**config.mk**
```make
export PLATFORM = sky130hd
export DESIGN_NAME = thermistor_lut_linearizer
export DESIGN_NICKNAME = d
export VERILOG_FILES = /design/src/tll_pkg.sv /design/src/tll_table.sv /design/src/tll_div_serial.sv /design/src/tll_mul_serial.sv /design/src/thermistor_lut_linearizer.sv
export SDC_FILE = /design/constraint.sdc
export NUM_CORES = 1
export LEC_CHECK = 0
export BUFFER_PORTS_ARGS = -buffer_cell sky130_fd_sc_hd__buf_2
export CORE_MARGIN = 3
export CORE_UTILIZATION = 51
export CTS_CLUSTER_DIAMETER = 150
export CTS_CLUSTER_SIZE = 30
export DETAILED_ROUTE_END_ITERATION = 8
export PLACE_DENSITY = 0.78
export SYNTH_ARGS = -nofsm -noshare
export SYNTH_HDL_FRONTEND = slang
export SYNTH_SLANG_ARGS = --single-unit
```
**constraint.sdc**
```tcl
create_clock -name clk_i -period 6.8 [get_ports clk_i]
set_input_delay 0.34 -clock clk_i [delete_from_list [all_inputs] [get_ports clk_i]]
set_output_delay 0.34 -clock clk_i [all_outputs]
set_load 0.05 [all_outputs]
```
**src/tll_pkg.sv**
```systemverilog
`timescale 1ns / 1ps
// ----------------------------------------------------------------------------
// Thermistor linearizer package
// Widths, codes, constants and shared types for the thermistor
// piecewise-linear lookup block.
// ----------------------------------------------------------------------------
package tll_pkg;

  // Table geometry
  localparam int TABLE_DEPTH = 19;
  localparam int IDX_W       = $clog2(TABLE_DEPTH);

  // Field widths
  localparam int ADC_W    = 10;
  localparam int ENTRY_W  = 5;
  localparam int RES_W    = 16;
  localparam int DEG_W    = 8;
  localparam int TEMP_W   = 12;
  localparam int FAULT_W  = 4;
  localparam int RATIO_W  = 6;

  // Stream and configuration widths
  localparam int S_TDATA_W  = 40;
  localparam int M_TDATA_W  = 16;
  localparam int CFG_IDX_W  = 4;
  localparam int CFG_DATA_W = 8;

  // Serial arithmetic widths
  localparam int DIV_NUM_W  = 24;
  localparam int DIV_DEN_W  = 16;
  localparam int DIV_LEN_W  = 5;
  localparam int MUL_MC_W   = 16;
  localparam int MUL_MP_W   = 8;
  localparam int MUL_LEN_W  = 4;
  localparam int MUL_PROD_W = 24;

  // Conversion constants
  localparam int FULL_SCALE  = 1024;
  localparam int D_DIVISOR   = 10;
  localparam int SHORT_LIMIT = 102;
  localparam int OPEN_FAULT  = 6;
  localparam int OPEN_MAX    = 9;
  localparam int SHORT_MAX   = 5;
  localparam int RATIO_RESET = 22;

  // Command codes carried in tuser
  localparam logic CMD_CONVERT = 1'b0;
  localparam logic CMD_LOAD    = 1'b1;

  // Configuration register indexes
  localparam logic [CFG_IDX_W-1:0] CFG_DIVIDER_RATIO = CFG_IDX_W'(0);
  localparam logic [CFG_IDX_W-1:0] CFG_HOT_CLAMP     = CFG_IDX_W'(1);

  typedef enum logic [3:0] {
    S_IDLE,
    S_D_DIV,
    S_R_MUL,
    S_R_DIV,
    S_CLAMP,
    S_SCAN,
    S_Q_MUL,
    S_Q_DIV,
    S_FINISH
  } state_e;

  typedef struct packed {
    logic [RES_W-1:0] res;
    logic [DEG_W-1:0] deg;
  } entry_t;

  typedef struct packed {
    logic                 start;
    logic [DIV_NUM_W-1:0] num;
    logic [DIV_DEN_W-1:0] den;
    logic [DIV_LEN_W-1:0] len;
  } div_req_t;

  typedef struct packed {
    logic                 done;
    logic [DIV_NUM_W-1:0] quo;
  } div_rsp_t;

  typedef struct packed {
    logic                 start;
    logic [MUL_MC_W-1:0]  mcand;
    logic [MUL_MP_W-1:0]  mplier;
    logic [MUL_LEN_W-1:0] len;
  } mul_req_t;

  typedef struct packed {
    logic                  done;
    logic [MUL_PROD_W-1:0] prod;
  } mul_rsp_t;

  // Multiply by ten with two shifts and an add
  function automatic logic [TEMP_W-1:0] times_ten(input logic [TEMP_W-1:0] v);
    return TEMP_W'((v << 3) + (v << 1));
  endfunction

endpackage

```
**src/tll_table.sv**
```systemverilog
`timescale 1ns / 1ps
// ----------------------------------------------------------------------------
// Thermistor table memory
// Resistance/degree pairs, one write port and one registered read port.
// ----------------------------------------------------------------------------
module tll_table
  import tll_pkg::*;
(
  input  logic             clk_i,
  input  logic             wr_en_i,
  input  logic [IDX_W-1:0] wr_addr_i,
  input  entry_t           wr_entry_i,
  input  logic             rd_en_i,
  input  logic [IDX_W-1:0] rd_addr_i,
  output entry_t           rd_entry_o
);

  entry_t mem_q [TABLE_DEPTH];
  entry_t rd_q;

  // Write one entry per load transfer
  always_ff @(posedge clk_i) begin
    if (wr_en_i) begin
      mem_q[wr_addr_i] <= wr_entry_i;
    end
  end

  // Registered read
  always_ff @(posedge clk_i) begin
    if (rd_en_i) begin
      rd_q <= mem_q[rd_addr_i];
    end
  end

  assign rd_entry_o = rd_q;

endmodule

```
**src/tll_div_serial.sv**
```systemverilog
`timescale 1ns / 1ps
// ----------------------------------------------------------------------------
// Thermistor bit-serial divider
// Restoring division, one quotient bit per cycle. The numerator is given
// top-aligned and len bits of it are consumed.
// ----------------------------------------------------------------------------
module tll_div_serial
  import tll_pkg::*;
(
  input  logic     clk_i,
  input  logic     rst_ni,
  input  div_req_t req_i,
  output div_rsp_t rsp_o
);

  logic [DIV_NUM_W-1:0] work_q;
  logic [DIV_DEN_W-1:0] rem_q;
  logic [DIV_DEN_W-1:0] den_q;
  logic [DIV_LEN_W-1:0] cnt_q;
  logic                 busy_q;
  logic                 done_q;

  logic [DIV_DEN_W:0]   trial;
  logic [DIV_DEN_W:0]   diff;
  logic                 ge;

  // Shift in the next numerator bit and try the subtract
  assign trial = {rem_q, work_q[DIV_NUM_W-1]};
  assign ge    = trial >= {1'b0, den_q};
  assign diff  = trial - {1'b0, den_q};

  // Sequence control
  always_ff @(posedge clk_i or negedge rst_ni) begin
    if (!rst_ni) begin
      busy_q <= 1'b0;
      done_q <= 1'b0;
      cnt_q  <= '0;
    end else if (req_i.start) begin
      busy_q <= 1'b1;
      done_q <= 1'b0;
      cnt_q  <= req_i.len;
    end else if (busy_q) begin
      cnt_q <= cnt_q - DIV_LEN_W'(1);
      if (cnt_q == DIV_LEN_W'(1)) begin
        busy_q <= 1'b0;
        done_q <= 1'b1;
      end
    end else begin
      done_q <= 1'b0;
    end
  end

  // Partial remainder and quotient shift register
  always_ff @(posedge clk_i) begin
    if (req_i.start) begin
      work_q <= req_i.num;
      rem_q  <= '0;
      den_q  <= req_i.den;
    end else if (busy_q) begin
      work_q <= {work_q[DIV_NUM_W-2:0], ge};
      rem_q  <= ge ? diff[DIV_DEN_W-1:0] : trial[DIV_DEN_W-1:0];
    end
  end

  assign rsp_o.done = done_q;
  assign rsp_o.quo  = work_q;

endmodule

```
**src/tll_mul_serial.sv**
```systemverilog
`timescale 1ns / 1ps
// ----------------------------------------------------------------------------
// Thermistor bit-serial multiplier
// Shift-and-add, one multiplier bit per cycle, least significant first.
// ----------------------------------------------------------------------------
module tll_mul_serial
  import tll_pkg::*;
(
  input  logic     clk_i,
  input  logic     rst_ni,
  input  mul_req_t req_i,
  output mul_rsp_t rsp_o
);

  logic [MUL_PROD_W-1:0] acc_q;
  logic [MUL_PROD_W-1:0] mc_q;
  logic [MUL_MP_W-1:0]   mp_q;
  logic [MUL_LEN_W-1:0]  cnt_q;
  logic                  busy_q;
  logic                  done_q;

  // Sequence control
  always_ff @(posedge clk_i or negedge rst_ni) begin
    if (!rst_ni) begin
      busy_q <= 1'b0;
      done_q <= 1'b0;
      cnt_q  <= '0;
    end else if (req_i.start) begin
      busy_q <= 1'b1;
      done_q <= 1'b0;
      cnt_q  <= req_i.len;
    end else if (busy_q) begin
      cnt_q <= cnt_q - MUL_LEN_W'(1);
      if (cnt_q == MUL_LEN_W'(1)) begin
        busy_q <= 1'b0;
        done_q <= 1'b1;
      end
    end else begin
      done_q <= 1'b0;
    end
  end

  // Accumulate the shifted multiplicand where the multiplier bit is set
  always_ff @(posedge clk_i) begin
    if (req_i.start) begin
      acc_q <= '0;
      mc_q  <= MUL_PROD_W'(req_i.mcand);
      mp_q  <= req_i.mplier;
    end else if (busy_q) begin
      if (mp_q[0]) begin
        acc_q <= acc_q + mc_q;
      end
      mc_q <= {mc_q[MUL_PROD_W-2:0], 1'b0};
      mp_q <= {1'b0, mp_q[MUL_MP_W-1:1]};
    end
  end

  assign rsp_o.done = done_q;
  assign rsp_o.prod = acc_q;

endmodule

```
**src/thermistor_lut_linearizer.sv**
```systemverilog
`timescale 1ns / 1ps
// ----------------------------------------------------------------------------
// Thermistor piecewise-linear linearizer
// Table load and sample conversion with open/short sensor detection.
// ----------------------------------------------------------------------------
// Usage:
//   Input stream: tuser selects the command. A load transfer writes one
//   resistance/degree pair (an index past the table end writes nothing) with no
//   result; a convert transfer yields exactly one result on the output stream.
//   Configuration: always ready; write only while no conversion is in flight.
//   Conversion time depends on the path taken: an open or shorted input, the
//   hot clamp, a match at entry 0, a match at a later entry i, or no match.
//   The bit-serial divider (11, 16 and 24 steps), multiplier (6 and 8 steps)
//   and one table read per scanned entry do the work. One conversion is in
//   work at a time and the next input is taken the cycle after its result is
//   registered.
//   The output register holds a result until it is taken; the next result
//   waits in the finish state while the receiver stalls.
//   Reset clears fault count, temperature, output valid and configuration
//   (ratio 22, clamp off). The table is not cleared and must be loaded.
// ----------------------------------------------------------------------------
module thermistor_lut_linearizer
  import tll_pkg::*;
(
  input  logic                  clk_i,
  input  logic                  rst_ni,
  // Input stream
  input  logic                  s_axis_tvalid,
  output logic                  s_axis_tready,
  // [9:0] adc_code, [14:10] entry_index, [30:15] entry_resistance,
  // [38:31] entry_degrees, [39] zero
  input  logic [S_TDATA_W-1:0]  s_axis_tdata,
  // [0] command
  input  logic                  s_axis_tuser,
  // Output stream
  output logic                  m_axis_tvalid,
  input  logic                  m_axis_tready,
  // [11:0] temperature_tenths, [15:12] fault_status
  output logic [M_TDATA_W-1:0]  m_axis_tdata,
  // [0] updated
  output logic                  m_axis_tuser,
  // Configuration write channel
  input  logic                  cfg_valid_i,
  output logic                  cfg_ready_o,
  input  logic [CFG_IDX_W-1:0]  cfg_index_i,
  input  logic [CFG_DATA_W-1:0] cfg_data_i
);

  localparam int D_NUM_W = 11;
  localparam int D_W     = 7;
  localparam logic [IDX_W-1:0] LAST_IDX = IDX_W'(TABLE_DEPTH - 1);

  // Input field views
  logic [ADC_W-1:0]   in_adc;
  logic [ENTRY_W-1:0] in_index;
  entry_t             in_entry;

  assign in_adc       = s_axis_tdata[9:0];
  assign in_index     = s_axis_tdata[14:10];
  assign in_entry.res = s_axis_tdata[30:15];
  assign in_entry.deg = s_axis_tdata[38:31];

  state_e state_q, state_d;

  logic [RATIO_W-1:0] ratio_q;
  logic               clamp_q;
  logic [FAULT_W-1:0] fault_q;
  logic [TEMP_W-1:0]  temp_q;
  logic               upd_q;

  logic [ADC_W-1:0]     adc_q;
  logic [D_W-1:0]       d_q;
  logic [RES_W-1:0]     r_q;
  logic [IDX_W-1:0]     idx_q;
  logic [RES_W-1:0]     rprev_q;
  logic [DEG_W-1:0]     tprev_q;
  logic [DEG_W-1:0]     ti_q;
  logic                 neg_q;
  logic [DIV_DEN_W-1:0] den_q;

  logic               m_valid_q;
  logic [TEMP_W-1:0]  out_temp_q;
  logic [FAULT_W-1:0] out_fault_q;
  logic               out_upd_q;

  logic       in_xfer;
  logic       out_free;
  logic       wr_en;
  logic       rd_en;
  logic [IDX_W-1:0] rd_addr;
  entry_t     rd_entry;
  div_req_t   div_req;
  div_rsp_t   div_rsp;
  mul_req_t   mul_req;
  mul_rsp_t   mul_rsp;

  logic             open_w;
  logic             short_w;
  logic             clamp_hit;
  logic             match;
  logic             at_first;
  logic             at_last;
  logic [DEG_W:0]   dt;
  logic [DEG_W-1:0] dt_mag;
  logic [DEG_W-1:0] qm;
  logic [TEMP_W-1:0] interp_deg;

  assign in_xfer       = s_axis_tvalid && s_axis_tready;
  assign out_free      = !m_valid_q || m_axis_tready;
  assign s_axis_tready = (state_q == S_IDLE);
  assign cfg_ready_o   = 1'b1;
  assign wr_en         = in_xfer && (s_axis_tuser == CMD_LOAD)
                         && (32'(in_index) < TABLE_DEPTH);

  // Decisions on the serial results and the table entry just read
  assign open_w    = (div_rsp.quo == '0);
  assign short_w   = (div_rsp.quo >= DIV_NUM_W'(SHORT_LIMIT));
  assign clamp_hit = clamp_q && (r_q < rd_entry.res);
  assign match     = (r_q >= rd_entry.res);
  assign at_first  = (idx_q == '0);
  assign at_last   = (idx_q == LAST_IDX);

  // Degree step to the previous entry as sign and magnitude
  assign dt     = {1'b0, rd_entry.deg} - {1'b0, tprev_q};
  assign dt_mag = dt[DEG_W] ? DEG_W'(-dt) : dt[DEG_W-1:0];
  assign qm     = div_rsp.quo[DEG_W-1:0];
  assign interp_deg = neg_q ? (TEMP_W'(ti_q) + TEMP_W'(qm))
                            : (TEMP_W'(ti_q) - TEMP_W'(qm));

  tll_table u_table (
    .clk_i      (clk_i),
    .wr_en_i    (wr_en),
    .wr_addr_i  (IDX_W'(in_index)),
    .wr_entry_i (in_entry),
    .rd_en_i    (rd_en),
    .rd_addr_i  (rd_addr),
    .rd_entry_o (rd_entry)
  );

  tll_div_serial u_div (
    .clk_i  (clk_i),
    .rst_ni (rst_ni),
    .req_i  (div_req),
    .rsp_o  (div_rsp)
  );

  tll_mul_serial u_mul (
    .clk_i  (clk_i),
    .rst_ni (rst_ni),
    .req_i  (mul_req),
    .rsp_o  (mul_rsp)
  );

  // Next state
  always_comb begin
    state_d = state_q;
    case (state_q)
      S_IDLE: begin
        if (in_xfer && (s_axis_tuser == CMD_CONVERT)) state_d = S_D_DIV;
      end
      S_D_DIV: begin
        if (div_rsp.done) state_d = (open_w || short_w) ? S_FINISH : S_R_MUL;
      end
      S_R_MUL: begin
        if (mul_rsp.done) state_d = S_R_DIV;
      end
      S_R_DIV: begin
        if (div_rsp.done) state_d = S_CLAMP;
      end
      S_CLAMP: begin
        state_d = clamp_hit ? S_FINISH : S_SCAN;
      end
      S_SCAN: begin
        if (match) state_d = at_first ? S_FINISH : S_Q_MUL;
        else if (at_last) state_d = S_FINISH;
      end
      S_Q_MUL: begin
        if (mul_rsp.done) state_d = S_Q_DIV;
      end
      S_Q_DIV: begin
        if (div_rsp.done) state_d = S_FINISH;
      end
      S_FINISH: begin
        if (out_free) state_d = S_IDLE;
      end
      default: state_d = S_IDLE;
    endcase
  end

  // Unit requests and table reads
  always_comb begin
    rd_en   = 1'b0;
    rd_addr = idx_q;
    div_req = '0;
    mul_req = '0;
    case (state_q)
      S_IDLE: begin
        if (in_xfer && (s_axis_tuser == CMD_CONVERT)) begin
          div_req.start = 1'b1;
          div_req.num   = {D_NUM_W'(FULL_SCALE) - D_NUM_W'(in_adc),
                           (DIV_NUM_W - D_NUM_W)'(0)};
          div_req.den   = DIV_DEN_W'(D_DIVISOR);
          div_req.len   = DIV_LEN_W'(D_NUM_W);
        end
      end
      S_D_DIV: begin
        if (div_rsp.done && !open_w && !short_w) begin
          mul_req.start  = 1'b1;
          mul_req.mcand  = MUL_MC_W'(adc_q);
          mul_req.mplier = MUL_MP_W'(ratio_q);
          mul_req.len    = MUL_LEN_W'(RATIO_W);
        end
      end
      S_R_MUL: begin
        if (mul_rsp.done) begin
          div_req.start = 1'b1;
          div_req.num   = {mul_rsp.prod[RES_W-1:0], (DIV_NUM_W - RES_W)'(0)};
          div_req.den   = DIV_DEN_W'(d_q);
          div_req.len   = DIV_LEN_W'(RES_W);
        end
      end
      S_R_DIV: begin
        if (div_rsp.done) begin
          rd_en   = 1'b1;
          rd_addr = LAST_IDX;
        end
      end
      S_CLAMP: begin
        if (!clamp_hit) begin
          rd_en   = 1'b1;
          rd_addr = '0;
        end
      end
      S_SCAN: begin
        if (!match && !at_last) begin
          rd_en   = 1'b1;
          rd_addr = idx_q + IDX_W'(1);
        end
        if (match && !at_first) begin
          mul_req.start  = 1'b1;
          mul_req.mcand  = r_q - rd_entry.res;
          mul_req.mplier = dt_mag;
          mul_req.len    = MUL_LEN_W'(DEG_W);
        end
      end
      S_Q_MUL: begin
        if (mul_rsp.done) begin
          div_req.start = 1'b1;
          div_req.num   = mul_rsp.prod;
          div_req.den   = den_q;
          div_req.len   = DIV_LEN_W'(DIV_NUM_W);
        end
      end
      default: ;
    endcase
  end

  // State, configuration, fault count, temperature and output valid
  always_ff @(posedge clk_i or negedge rst_ni) begin
    if (!rst_ni) begin
      state_q   <= S_IDLE;
      ratio_q   <= RATIO_W'(RATIO_RESET);
      clamp_q   <= 1'b0;
      fault_q   <= '0;
      temp_q    <= '0;
      m_valid_q <= 1'b0;
    end else begin
      state_q <= state_d;

      // Configuration writes
      if (cfg_valid_i && cfg_ready_o) begin
        case (cfg_index_i)
          CFG_DIVIDER_RATIO: ratio_q <= cfg_data_i[RATIO_W-1:0];
          CFG_HOT_CLAMP:     clamp_q <= cfg_data_i[0];
          default: ;
        endcase
      end

      // Fault count and temperature updates at each decision point
      case (state_q)
        S_D_DIV: begin
          if (div_rsp.done && open_w) begin
            if (fault_q < FAULT_W'(OPEN_FAULT)) fault_q <= FAULT_W'(OPEN_FAULT);
            else if (fault_q < FAULT_W'(OPEN_MAX)) fault_q <= fault_q + FAULT_W'(1);
          end else if (div_rsp.done && short_w) begin
            if (fault_q < FAULT_W'(SHORT_MAX)) fault_q <= fault_q + FAULT_W'(1);
          end
        end
        S_CLAMP: begin
          if (clamp_hit) temp_q <= times_ten(TEMP_W'(rd_entry.deg));
        end
        S_SCAN: begin
          if (match && at_first) begin
            temp_q  <= times_ten(TEMP_W'(rd_entry.deg));
            fault_q <= '0;
          end
        end
        S_Q_DIV: begin
          if (div_rsp.done) begin
            temp_q  <= times_ten(interp_deg);
            fault_q <= '0;
          end
        end
        default: ;
      endcase

      // Output register handshake
      if (state_q == S_FINISH && out_free) begin
        m_valid_q <= 1'b1;
      end else if (m_axis_tready) begin
        m_valid_q <= 1'b0;
      end
    end
  end

  // Working registers of the conversion
  always_ff @(posedge clk_i) begin
    case (state_q)
      S_IDLE: begin
        adc_q <= in_adc;
        upd_q <= 1'b0;
      end
      S_D_DIV: begin
        if (div_rsp.done) d_q <= div_rsp.quo[D_W-1:0];
      end
      S_R_DIV: begin
        if (div_rsp.done) r_q <= div_rsp.quo[RES_W-1:0];
      end
      S_CLAMP: begin
        idx_q <= '0;
        if (clamp_hit) upd_q <= 1'b1;
      end
      S_SCAN: begin
        if (match) begin
          ti_q  <= rd_entry.deg;
          neg_q <= dt[DEG_W];
          den_q <= rprev_q - rd_entry.res;
          upd_q <= 1'b1;
        end else begin
          rprev_q <= rd_entry.res;
          tprev_q <= rd_entry.deg;
          idx_q   <= idx_q + IDX_W'(1);
        end
      end
      default: ;
    endcase
  end

  // Capture the result into the output register
  always_ff @(posedge clk_i) begin
    if (state_q == S_FINISH && out_free) begin
      out_temp_q  <= temp_q;
      out_fault_q <= fault_q;
      out_upd_q   <= upd_q;
    end
  end

  assign m_axis_tvalid = m_valid_q;
  assign m_axis_tdata  = {out_fault_q, out_temp_q};
  assign m_axis_tuser  = out_upd_q;

endmodule

```
==> metrics.yaml, run 1 <==
ys_seq_elements: 736
tritoncts: "built"
place_ws_ns: 1.70
worstSetupPathType: "flip-flop to flip-flop"
hold_viol: 0
root_buffer: "clkbuf_16"
final_util: 0.550
critPathMaxFanout: 34
end_kind: "flip-flop"
drt_first_pass_iters: 6
grt_max_degree: 122
drive_gt1_frac: 0.0807
dieArea_um2: 70000
pin_count: 78
ys_types: 89
yosysWarnings: 0
fmax_mhz: 197
fill_cells: 5261
grt_pass1_vias: 21000
crit_slowest_cell: "o21bai_4"
rrSetupSlack_ns: 1.72
synth_top_area_share: 0.571
nets: 2854
insertion_delay_ns: 0.65
async_reset_ff_frac: 0.0543
worst_pin_slew_ns: 1.21
place.gp.congestion: 0.955
status: "finished, final reports clean"
required_ns: 7.17
cts.clk_slew.worst_paths_ns: 0.11
netlist_instances: 2621
syn2layout_area_growth_pct: 6.57
ys.flop_type: "edfxtp_1"
synth_area_leaders: "edfxtp_1 57%, mux2i_1 7.7%, ha_1 4.4%, nand2_1 3.2%, dfxtp_1 2.8%"
vdd_drop_max_uv: 284
multi_input_area_um2: 11700
finalSetupTns_ns: 0
cp.arrival_ns: 5.45
htree_num_levels: 1
fin_crit_sh: 0.747
yosys.cell_count.top_type: "edfxtp_1"
synth_commonest_cells: "648 x edfxtp_1, 292 x nand2_1, 263 x mux2i_1"
rsz0062_at_grt: "false"
cap_violations: 0
vias: 21300
finalPower_mw: 7.08
leakage_nw: 12.7
drv_slew: 0
hold_depth: 1
clockBufferDepth: 3
cts-buffers-inserted: 28
synth-edff-count: 648
start_util: 0.517
fp-row-count: 94
syn-num-nets: 2807
clock-sinks: 736
postRouteAntennaNets: 0
synth_area_um2: 34100
layout_setup_ws_ns: 1.72
layout_min_cycle_time_ns: 5.08
cp-start-kind: "flip-flop"
antenna_found_initial: 1
dp_hpwl_mm: 49.3
avgRoutedWirePerCell_um: 21.4
cp_slowest_stage_delay_ns: 0.90
finalSetupViolCount: 0
min_from: "s_axis_tdata[34]"
syn_area_per_cell_um2: 13.0
crit_chain: "inv_1, ha_1, nand4_1, or4_1, and3_1, a31oi_4, nand2_2, o21bai_4, buf_4, nand2_1, a32oi_1, nand3_1"
die_y_um: 265
clock_skew_ns: 0.0461
timing.rr.end: "u_table.rd_entry_o[6]"
synth_top_area_cell: "edfxtp_1"
holdPathEnd: "u_table.mem_q[1][3]"
drc_errors: 0
ys_seq_area_frac: 0.629
regArea_um2: 21400
grt_pass1_wl_mm: 118
track_usage: 0.213
drtIter0Drc: 2272
max_slew_margin: 0.192
core_um2: 66000
fp.dieW_um: 265
regToRegStartpoint: "u_table.rd_entry_o[23]"
portBuffers: 72
whs_ns: 0.0619
routed_wl_mm: 75.7
r2r_cells: 12
viasPerCell: 6.02
hp-class: "primary input to flip-flop"
grt_overflow: 0
p_per_area_nw_per_um2: 195
## metrics by stage
step,cell area [um^2],cells
floorplan,34100,2621
global placement,35400,3485
detailed placement,35400,3485
CTS,36300,3540
global route,36300,3540
finish,36300,3541
## routing by layer
metal  track usage  wire [um]  up-vias
met5             0         14        -
met2         0.358      36900      817
met4        0.0559       1830        2
li1              -          -     9815
met3        0.0266       5230      133
met1         0.295      31700    10500
## what timing repair did
| action | CTS | global route |
|---|---|---|
| hold buffers | 17 | 0 |
| buffers inserted | 0 | 0 |
| endpoints found under the hold margin | 54 | 0 |
| resized for setup | 0 | 0 |
## flip-flops by register name, summed over array words and instances (netlist names), 10 cells and up
register / count
u_table.rd_entry_o: 24
r_q: 16
den_q: 16
u_table.mem_q: 456
u_div.rem_q: 16
rprev_q: 16
u_mul.mc_q: 24
u_div.den_q: 16
temp_q: 11
u_div.work_q: 24
u_mul.acc_q: 24
adc_q: 10
out_temp_q: 11
## layout make-up
| class | instances | area share |
|---|---|---|
| clock inverter | 2 | 0.00127 |
| multi-input combinational | 1647 | 0.322 |
| timing repair buffer | 132 | 0.0245 |
| tap | 864 | 0.0298 |
| clock buffer | 36 | 0.0201 |
| sequential | 736 | 0.590 |
| inverter | 123 | 0.0127 |
| antenna | 1 | 0.0000689 |
## critical path, delay by kind of cell (launching register included)
family	cells	cell delay (ns)
flip-flops	1	0.43
AND/OR/NAND/NOR	6	1.91
buffers and inverters	2	0.48
AO/OA/AOI/OAI	3	1.56
adder cells (fa/ha/maj)	1	0.44
## cell families (layout without fill, tap and decap cells)
family	after synthesis	after routing	share of synthesized area
flip-flops	736	736	0.629
buffers and inverters	238	293	0.0313
AND/OR/NAND/NOR	671	671	0.0891
AO/OA/AOI/OAI	476	476	0.0963
multiplexers	273	273	0.0805
other	2	3	0.000220
adder cells (fa/ha/maj)	128	128	0.0490
XOR/XNOR	97	97	0.0249
## cells in the final DEF, fill, tap and decap left out, types with 26 or more instances in the layout
| cell type | synthesis | final |
|---|---|---|
| edfxtp_1 | 648 | 648 |
| nand2_1 | 292 | 292 |
| mux2i_1 | 263 | 263 |
| nor2_1 | 162 | 141 |
| inv_1 | 122 | 122 |
| ha_1 | 119 | 119 |
| a21oi_1 | 117 | 117 |
| o21ai_0 | 115 | 115 |
| buf_2 | 27 | 72 |
| xnor2_1 | 63 | 63 |
| nand3_1 | 58 | 58 |
| dfxtp_1 | 48 | 48 |
| a32oi_1 | 47 | 47 |
| buf_4 | 11 | 40 |
| dfrtp_1 | 37 | 36 |
| xor2_1 | 34 | 34 |
| a21o_1 | 28 | 28 |
| clkbuf_16 | 0 | 28 |
| nor3_1 | 26 | 26 |
## worst max-delay path by stage
| stage | start | end | slack (ns) | cells after the start |
|---|---|---|---|---|
| floorplan | state_q[1] | u_table.mem_q[15][0] | 1.01 | 5 |
| global placement | u_table.rd_entry_o[23] | u_table.rd_entry_o[6] | 1.78 | 12 |
| detailed placement | u_table.rd_entry_o[23] | u_table.rd_entry_o[6] | 1.70 | 12 |
| CTS | u_table.rd_entry_o[23] | u_table.rd_entry_o[8] | 1.68 | 12 |
| global route | u_table.rd_entry_o[23] | u_table.rd_entry_o[9] | 1.42 | 12 |
| finish | u_table.rd_entry_o[23] | u_table.rd_entry_o[6] | 1.72 | 12 |
## power by group
group / leakage, nW / internal (mW) / switching, mW / total (mW)
clock network: 0.373 / 0.774 / 1.29 / 2.07
logic: 5.62 / 0.0299 / 0.0642 / 0.0941
registers: 6.68 / 4.90 / 0.0160 / 4.91
total: 12.7 / 5.70 / 1.37 / 7.08
Power figures use the tool's default switching activity.
==> run 2: changes to the inputs <==
--- a/config.mk
+++ b/config.mk
@@ -11,7 +11,7 @@
 export CTS_CLUSTER_DIAMETER = 150
 export CTS_CLUSTER_SIZE = 30
 export DETAILED_ROUTE_END_ITERATION = 8
-export PLACE_DENSITY = 0.78
+export PLACE_DENSITY = 0.81
 export SYNTH_ARGS = -nofsm -noshare
 export SYNTH_HDL_FRONTEND = slang
 export SYNTH_SLANG_ARGS = --single-unit
==> constraint.sdc (replaced) <==
create_clock -name clk_i -period 4.3 [get_ports clk_i]
set_input_delay 0.215 -clock clk_i [delete_from_list [all_inputs] [get_ports clk_i]]
set_output_delay 0.215 -clock clk_i [all_outputs]
set_load 0.05 [all_outputs]
==> run 2 against run 1 <==
Effect of this change: worst setup slack worse by 1.5 ns; first-iteration DRC count up 9.0%; via count is 1.9% higher; wire length increased by 3.0%; die area unchanged; cell area up 2.1%; flip-flop and latch count did not move; critical path depth up 3; clock-buffer cell count shrank 1; global-route usage rose by 0.50 points; largest cell class unchanged; highest routed layer unchanged.
==> metrics.yaml, run 2 (synthesis results as in run 1) <==
grt_pass1_vias: 21600  # +2.5%
p_per_area_nw_per_um2: 304  # +56%
finalSetupTns_ns: 0  # unchanged
required_ns: 4.64  # -2.53 ns
fp-row-count: 94  # unchanged
tritoncts: "built"
postRouteAntennaNets: 0  # unchanged
insertion_delay_ns: 0.65  # about the same
place_ws_ns: 0.0799  # -1.62 ns
layout_common_cells: "648 x edfxtp_1, 292 x nand2_1, 263 x mux2i_1, 141 x nor2_1, 122 x inv_1"
clock_skew_ns: 0.0469  # +0.000822 ns
viasPerCell: 6.02  # +0.11%
switching_power_mw: 2.17  # +58%
rrSetupSlack_ns: 0.17  # -1.55 ns
cts-buffers-inserted: 28  # unchanged
grt_overflow: 0  # unchanged
seq_power_share: 0.690  # -0.005
vdd_drop_max_uv: 483  # +70%
clock-sinks: 736  # unchanged
layout_setup_ws_ns: 0.172  # -1.55 ns
cp-start-kind: "flip-flop"
drv_slew: 0  # unchanged
syn2layout_area_growth_pct: 8.84
place.gp.congestion: 0.960  # +0.58%
avgRoutedWirePerCell_um: 21.6  # +1.2%
htree_num_levels: 1  # unchanged
p_comb_frac: 0.015  # +0.002
final_util: 0.562  # +0.0118
start_util: 0.517  # unchanged
cts.clk_slew.worst_paths_ns: 0.11  # about the same
routed_wl_mm: 78.0  # +3.0%
die_y_um: 265  # unchanged
top_register: "u_table.mem_q"
antenna_found_initial: 5  # +4
largest_reg_flops: 456  # unchanged
clockBufferDepth: 3  # unchanged
dp.cells: 3518  # +0.95%
hp-class: "primary input to flip-flop"
clkPwrFrac: 0.295  # +0.003
dpl_cell_area_um2: 35800  # +1.3%
core_um2: 66000  # unchanged
grt_pass1_wl_mm: 120  # +1.6%
root_buffer: "clkbuf_16"
grt_max_degree: 71  # -42%
layout_min_cycle_time_ns: 4.13  # -0.953 ns
portBuffers: 72  # unchanged
switching_share: 0.193  # -0.00110
fp.dieW_um: 265  # unchanged
critPathMaxFanout: 37  # +8.8%
track_usage: 0.218  # +0.00501
layout_commonest_cell: "edfxtp_1"
cp.arrival_ns: 4.47  # -0.98 ns
end_kind: "flip-flop"
dieArea_um2: 70000  # unchanged
fill_cells: 5122  # -2.6%
rsz0062_at_grt: "false"
intPower_mw: 9.09  # +59%
fin_crit_sh: 0.960  # +0.213
worstSetupPathType: "flip-flop to flip-flop"
fmax_mhz: 242  # +23%
drtIter0Drc: 2476  # +9.0%
drt_first_pass_iters: 5  # -1
pin_count: 78  # unchanged
drc_errors: 0  # unchanged
vias: 21700  # +1.9%
finalSetupViolCount: 0  # unchanged
cap_violations: 0  # unchanged
max_slew_margin: 0.191  # -0.000445
finalPower_mw: 11.3  # +59%
dp_hpwl_mm: 51.1  # +3.6%
hold_viol: 0  # unchanged
drive_gt1_frac: 0.0927  # +0.0120
whs_ns: 0.108  # +0.0457 ns
nets: 2917  # +2.2%
worst_pin_slew_ns: 1.20  # -0.00749 ns
leakage_nw: 13.0  # +2.9%
instances_no_fill: 3604  # +1.8%
design_area_um2: 37100  # +2.1%
status: "finished, final reports clean"
run 2: what timing repair did:
action                     4_1_cts  5_1_grt
gates resized for setup          0        2
buffers inserted                 0        3
hold endpoints to repair       511        0
setup endpoints to repair        0        8
hold buffers                    44        0
run 2: worst max-delay path, cell delays in order (launching register included):
cell	delay, ns
edfxtp_1	0.42
ha_1	0.18
inv_1	0.07
fa_1	0.40
nand3_1	0.11
a21oi_1	0.13
o311ai_4	0.44
and3_4	0.33
a211oi_2	0.10
a211oi_4	0.29
buf_12	0.23
buf_12	0.27
mux2i_1	0.22
nand2_1	0.07
a32oi_1	0.24
nand3_1	0.25
run 2: power groups by stage:
stage,clock [mW],sequential (mW),combinational [mW]
2_1_floorplan,0,7.92,0.0335
3_3_place_gp,0,7.93,0.124
3_5_place_dp,0,7.93,0.134
4_1_cts,3.39,7.77,0.167
5_1_grt,3.63,7.77,0.184
6_report,3.33,7.77,0.168
run 2: final timing paths:
path                                          end  cells past startpoint             startpoint
min reg2reg                         out_temp_q[3]                      0              temp_q[3]
max in group asynchronous              state_q[2]                      2                 rst_ni
max reg2reg                u_table.rd_entry_o[10]                     15  u_table.rd_entry_o[8]
min in group asynchronous              fault_q[3]                      2                 rst_ni
min                                    ratio_q[0]                      3         cfg_index_i[0]
max                        u_table.rd_entry_o[10]                     15  u_table.rd_entry_o[8]
run 2: per-layer routing:
| metal | GRT usage | vias up | routed length [um] |
|---|---|---|---|
| li1 | - | 9958 | - |
| met1 | 0.295 | 10600 | 31500 |
| met2 | 0.359 | 963 | 36800 |
| met3 | 0.0326 | 183 | 6610 |
| met4 | 0.0833 | 4 | 3060 |
| met5 | 0 | - | 27 |
run 2: final cells by class:
| class | instances | area [um^2] | share of cell area |
|---|---|---|---|
| Sequential cell | 736 | 21400 | 0.578 |
| Multi-Input combinational cell | 1647 | 11700 | 0.315 |
| Timing Repair Buffer | 195 | 1630 | 0.0440 |
| Tap cell | 864 | 1080 | 0.0291 |
| Clock buffer | 35 | 727 | 0.0196 |
| Inverter | 123 | 462 | 0.0124 |
| Clock inverter | 3 | 71.3 | 0.00192 |
| Antenna cell | 1 | 2.50 | 0.0000675 |
